[src/szps_ram.sv]
// Generic single-write, single-read RAM with registered read data.
// Read data holds while the read enable is low; no dependencies.
module szps_ram #(
    parameter int WIDTH = 8,
    parameter int DEPTH = 256
) (
    input  logic                     clk,
    input  logic                     wr_en,
    input  logic [$clog2(DEPTH)-1:0] wr_addr,
    input  logic [WIDTH-1:0]         wr_data,
    input  logic                     rd_en,
    input  logic [$clog2(DEPTH)-1:0] rd_addr,
    output logic [WIDTH-1:0]         rd_data
);

    logic [WIDTH-1:0] mem_reg [DEPTH];
    logic [WIDTH-1:0] rd_data_reg;

    always_ff @(posedge clk)
    begin
        if (wr_en)
        begin
            mem_reg[wr_addr] <= wr_data;
        end
        if (rd_en)
        begin
            rd_data_reg <= mem_reg[rd_addr];
        end
    end

    assign rd_data = rd_data_reg;

endmodule

[config.mk]
export PLATFORM = sky130hd
export DESIGN_NAME = szps_ram
export DESIGN_NICKNAME = d
export VERILOG_FILES = /design/src/szps_ram.sv
export SDC_FILE = /design/constraint.sdc
export NUM_CORES = 2
export LEC_CHECK = 0
export BUFFER_PORTS_ARGS = -buffer_cell sky130_fd_sc_hd__buf_2
export CORE_ASPECT_RATIO = 0.5
export CORE_MARGIN = 8
export CORE_UTILIZATION = 43
export CTS_BUF_LIST = sky130_fd_sc_hd__clkbuf_16
export DETAILED_ROUTE_END_ITERATION = 10
export GPL_TIMING_DRIVEN = 0
export PLACE_DENSITY = 0.65
export SKIP_CTS_REPAIR_TIMING = 1
export SLEW_MARGIN = 10
export SYNTH_ARGS = -nofsm -noshare
export SYNTH_HDL_FRONTEND = slang
export SYNTH_SLANG_ARGS = --single-unit
[constraint.sdc]
create_clock -name clk -period 2.28 [get_ports clk]
set_clock_uncertainty 0.1 [all_clocks]
set_input_delay 0.228 -clock clk [delete_from_list [all_inputs] [get_ports clk]]
set_output_delay 0.228 -clock clk [all_outputs]
set_load 0.02 [all_outputs]
Word-level counts from Yosys, hierarchy flattened --
Memory sizes are Yosys's and may differ from the RTL's. A register that Yosys moved wholly into a read port is not among the register bits. Index checks and enable logic that the tools add are counted.
Word-level totals: output and inout port bits 8, latch bits 0, input bits 27, memories kept 1, word-level logic and storage cells 3, flip-flop bits (word level) 0, memory bits (read-only) 0, RAM bits 2048
Cells by class: multiply operators 0, $add $sub $neg 0, magnitude comparators 0, reductions and logical operators 0, equality and inequality tests 0, mux-type cells 2, shifts and indexed selects 0, bitwise logic cells 0, div/mod/pow operators 0
Memory list:
- mem_reg | words 256, width 8, rd ports 1, clocked after memory_dff 1, write ports 1, line 16 | logic [WIDTH-1:0] mem_reg [DEPTH];
Operator list (number):
- $mux 1 | 2

Logic depth before layout (Yosys ltp) --
depth after elaboration 2, gate-level depth with buffers 11, mapped depth without buffers 6

Least setup slack after synthesis --
OpenSTA, ideal clock, no wires.
kind input port to flip-flop, start point in rd_addr[0], end point reg rd_data_reg[2], in the netlist rd_data[2] (read register of mem_reg), data pin, data arrival time 2.035 ns, setup slack -0.124 ns, setup time 0.269 ns, stages 9, buffers on the path 4, data required time 1.911 ns, cell sequence buf_6 > buf_12 > buf_8 > buf_2 > mux4_2 > a22oi_1 > a21oi_1 > nor4_1 > nor4_2
RTL lines:
- from (decl) | line 12 | input logic [$clog2(DEPTH)-1:0] rd_addr,
- to (decl) | line 17 | logic [WIDTH-1:0] rd_data_reg;

==> results.tsv <==
stage	metric	value	unit
setup_path	crit_type	input port to flip-flop	
place	place_congestion	0.959	
drt	drc	0	
min_path	min_path_cells	3	
sta	worst_slew_pin_slew	1380	ps
sta	finalCritPeriodShare	127	%
cts	cts_inserted_buffers	182	
global_routing	grt_pass1_vias	40700	
yosys	synthFlopType	edfxtp_1	
drt	drt_iter0_markers	7054	
global_routing	grtUsageTotal	23.4	%
power	p_per_area	833	nW/um^2
cts	cts_max_level	4	
yosys	synthCells	3733	
min_path	hp-start	wr_addr[4]	
power	max-vdd-ir-drop	0.622	mV
yosys	syn-mean-instance-area	21.3	um^2
yosys	synth_common_cells	edfxtp_1 (2,056), mux4_2 (454), nor2_1 (282)	
power	leakagePower	27.8	nW
setup_path	r2r-end	rd_data[6]$_DFFE_PP_	
drt	wl_per_cell	36.4	um
cts	clk_pin_slew	70	ps
cells_and_area	regArea	61700	um^2
cells_and_area	multiInputGateArea	18200	um^2
cells_and_area	area_growth	14.7	%
cts	cts.path.max_buffers	3	
drt	drt_wl_total	241	mm
setup_path	cpPeakStageDelay	680	ps
cts	insertion_delay	840	ps
yosys	synth_top_area_cell	edfxtp_1	
min_path	hold_class	input port to flip-flop	
setup_path	cp_max_fo	10	
die	placementRows	111	
die	ios	35	
yosys	synth_area_leaders	edfxtp_1 (78%), mux4_2 (13%), mux2i_1 (1.7%)	
drt	via_count	42100	
sta	finalHoldViolCount	0	
yosys	synth.yosys.seq_area_share	77.5	%
setup_path	cp.required	2730	ps
sta	period_minus_slack	2890	ps
cells_and_area	final_nets	4003	
sta	slew_viol_final	0	
setup_path	r2r_cells	6	
setup_path	crit_path_top_delay_cell	nor4_4	
setup_path	worstPathArrival	3340	ps
setup_path	crit_cells	9	
cts	cts-root-buf	clkbuf_16	
sta	fin_tns_setup	-87600	ps
yosys	ys_warn_count	0	
setup_path	cp_top_family	simple AND/OR/NAND/NOR gates	
setup_path	critPathMostFrequentCell	buf_2	
setup_path	critical_path_buf_inv_count	3	
die	initial_core_util	43.4	%
yosys	synth-async-reset-ratio	0	%
yosys	synth_edf_count	2056	
sta	rsz0062_at_grt	true	
global_routing	grt_remaining_overflow	0	
drt	first_pass_iters	9	
cts	cts_tree	yes	
yosys	synth-seq-cells	2056	
sta	clock.fmax	346	MHz
yosys	synth_top_area_share	77.5	%
place	io_buffers	27	
yosys	yosysMostFrequentCell	edfxtp_1	
min_path	worstHoldEndpoint	mem_reg[191][1]$_DFFE_PP_	
place	preCtsSetupSlack	-3100	ps
yosys	yosysUniqueCellTypes	54	
die	floorplan.die_area	200000	um^2
sta	slew_headroom	8.31	%
cells_and_area	fillCellCount	14400	
yosys	syn-num-nets	3760	
global_routing	grt_antenna_before_repair	7	
sta	fin_ws	-610	ps
setup_path	endpoint_kind	flip-flop	
status	status	complete, but fails checks	
die	core	184000	um^2
status	violations	negative setup slack	
drt	drtAntennaViolNets	0	
setup_path	r2r-start	mem_reg[83][6]$_DFFE_PP_	
cells_and_area	fin_util	49.7	%
global_routing	grt_pass1_wl	326	mm
sta	final-setup-viol-count	841	
cells_and_area	drive_above_1_share	30.0	%
cells_and_area	largest_reg_flops	2048	
place	dpl.hpwl	158	mm
die	die_h	320	um
setup_path	r2r_setup_slack	-500	ps
cts	cts.sinks	2056	
yosys	syn_area	79600	um^2
die	die_w	625	um
global_routing	grt_start_max_net_pins	153	
setup_path	startpoint_type	input port	
run	max_cap_viol_count	0	
setup_path	crit_chain	buf_2 -> buf_2 -> or3b_2 -> buf_2 -> o22ai_1 -> o21ai_0 -> nand3_1 -> nor4_4 -> nor4_2	
drt	drt-vias-per-instance	6.36	
-- area by class of cell --
class	instances	share of cell area, %
flip-flops and latches	2056	67.6
multi-input cells	1442	20.0
clock buffers	186	5.10
well taps	2486	3.41
plain buffers	231	2.09
clock inverters	151	0.999
repair buffers	61	0.803
inverters	2	0.0123
diodes	4	0.0110
-- metrics by stage --
stage	hold WS [ps]	power, mW	cells	area (um^2)
finish	55.6	76.0	6619	91300
global route	59.3	77.5	6615	91300
CTS	-397	75.5	6596	89100
detailed placement	485	46.9	6259	83600
global placement	450	46.9	6246	83100
floorplan	227	44.6	3733	79900
-- logic make-up (layout without fill, tap and decap cells) --
| logic type | count (synthesis) | in the layout | share of synthesized area, % |
|---|---|---|---|
| flops | 2056 | 2056 | 77.5 |
| buf+inv | 235 | 631 | 1.83 |
| compound gates | 385 | 385 | 3.42 |
| simple gates | 466 | 466 | 2.63 |
| mux | 591 | 591 | 14.6 |
| other cells | 0 | 4 | 0 |
-- report_power, final --
group	internal [mW]	total, mW	switching, mW
Combinational	1.52	4.86	3.34
Sequential	41.7	41.7	0.0230
Clock	15.7	29.5	13.8
Total	58.9	76.0	17.2
-- tightest hold or removal path, stage by stage --
cell and delay (ps):
buf_2 170, nand3_2 260, nor2_4 140
-- per-layer routing --
metal / part of all wire, % / up-vias / track usage, % / wire length [um]
met1: 37 / 22300 / 31.3 / 89800
met4: 3.9 / 4 / 9.83 / 9290
li1: - / 16200 / - / -
met2: 45 / 3090 / 34.2 / 107000
met5: 0.078 / - / 0.693 / 188
met3: 14 / 474 / 8.98 / 34100
-- cells in the final DEF, fill, tap and decap left out, types with 9 or more instances in the layout --
master	instances
inv_1	51
nor4_4	13
buf_4	29
nand4_1	10
o22ai_1	27
o21ai_0	9
nand2_1	31
nor2_4	104
buf_16	11
mux2i_1	134
buf_8	28
mux4_2	454
nor2_1	78
clkbuf_1	37
clkbuf_4	25
buf_6	31
dlygate4sd3_1	9
nor2b_1	26
clkbuf_2	44
a21oi_1	82
o221ai_1	38
edfxtp_1	2056
a22oi_1	129
clkbuf_16	186
nor3_1	12
nor4_2	9
buf_12	21
buf_2	49
o211ai_1	10
a21oi_2	13
a211oi_1	11
nor2_2	100
clkinv_1	50
clkinv_2	29
nand3_1	27
o221ai_2	9
-- worst max path at each step --
stage                          start              endpoint  slack [ps]
after floorplan           rd_addr[0]  rd_data[2]$_DFFE_PP_         -20
after global placement    rd_addr[1]  rd_data[4]$_DFFE_PP_       -3120
after detailed placement  rd_addr[1]  rd_data[4]$_DFFE_PP_       -3100
after CTS                 rd_addr[1]  rd_data[4]$_DFFE_PP_       -2250
after global routing      rd_addr[1]  rd_data[4]$_DFFE_PP_        -610
final                     rd_addr[1]  rd_data[4]$_DFFE_PP_        -610
Note: power is estimated with default switching activity, not from simulation.
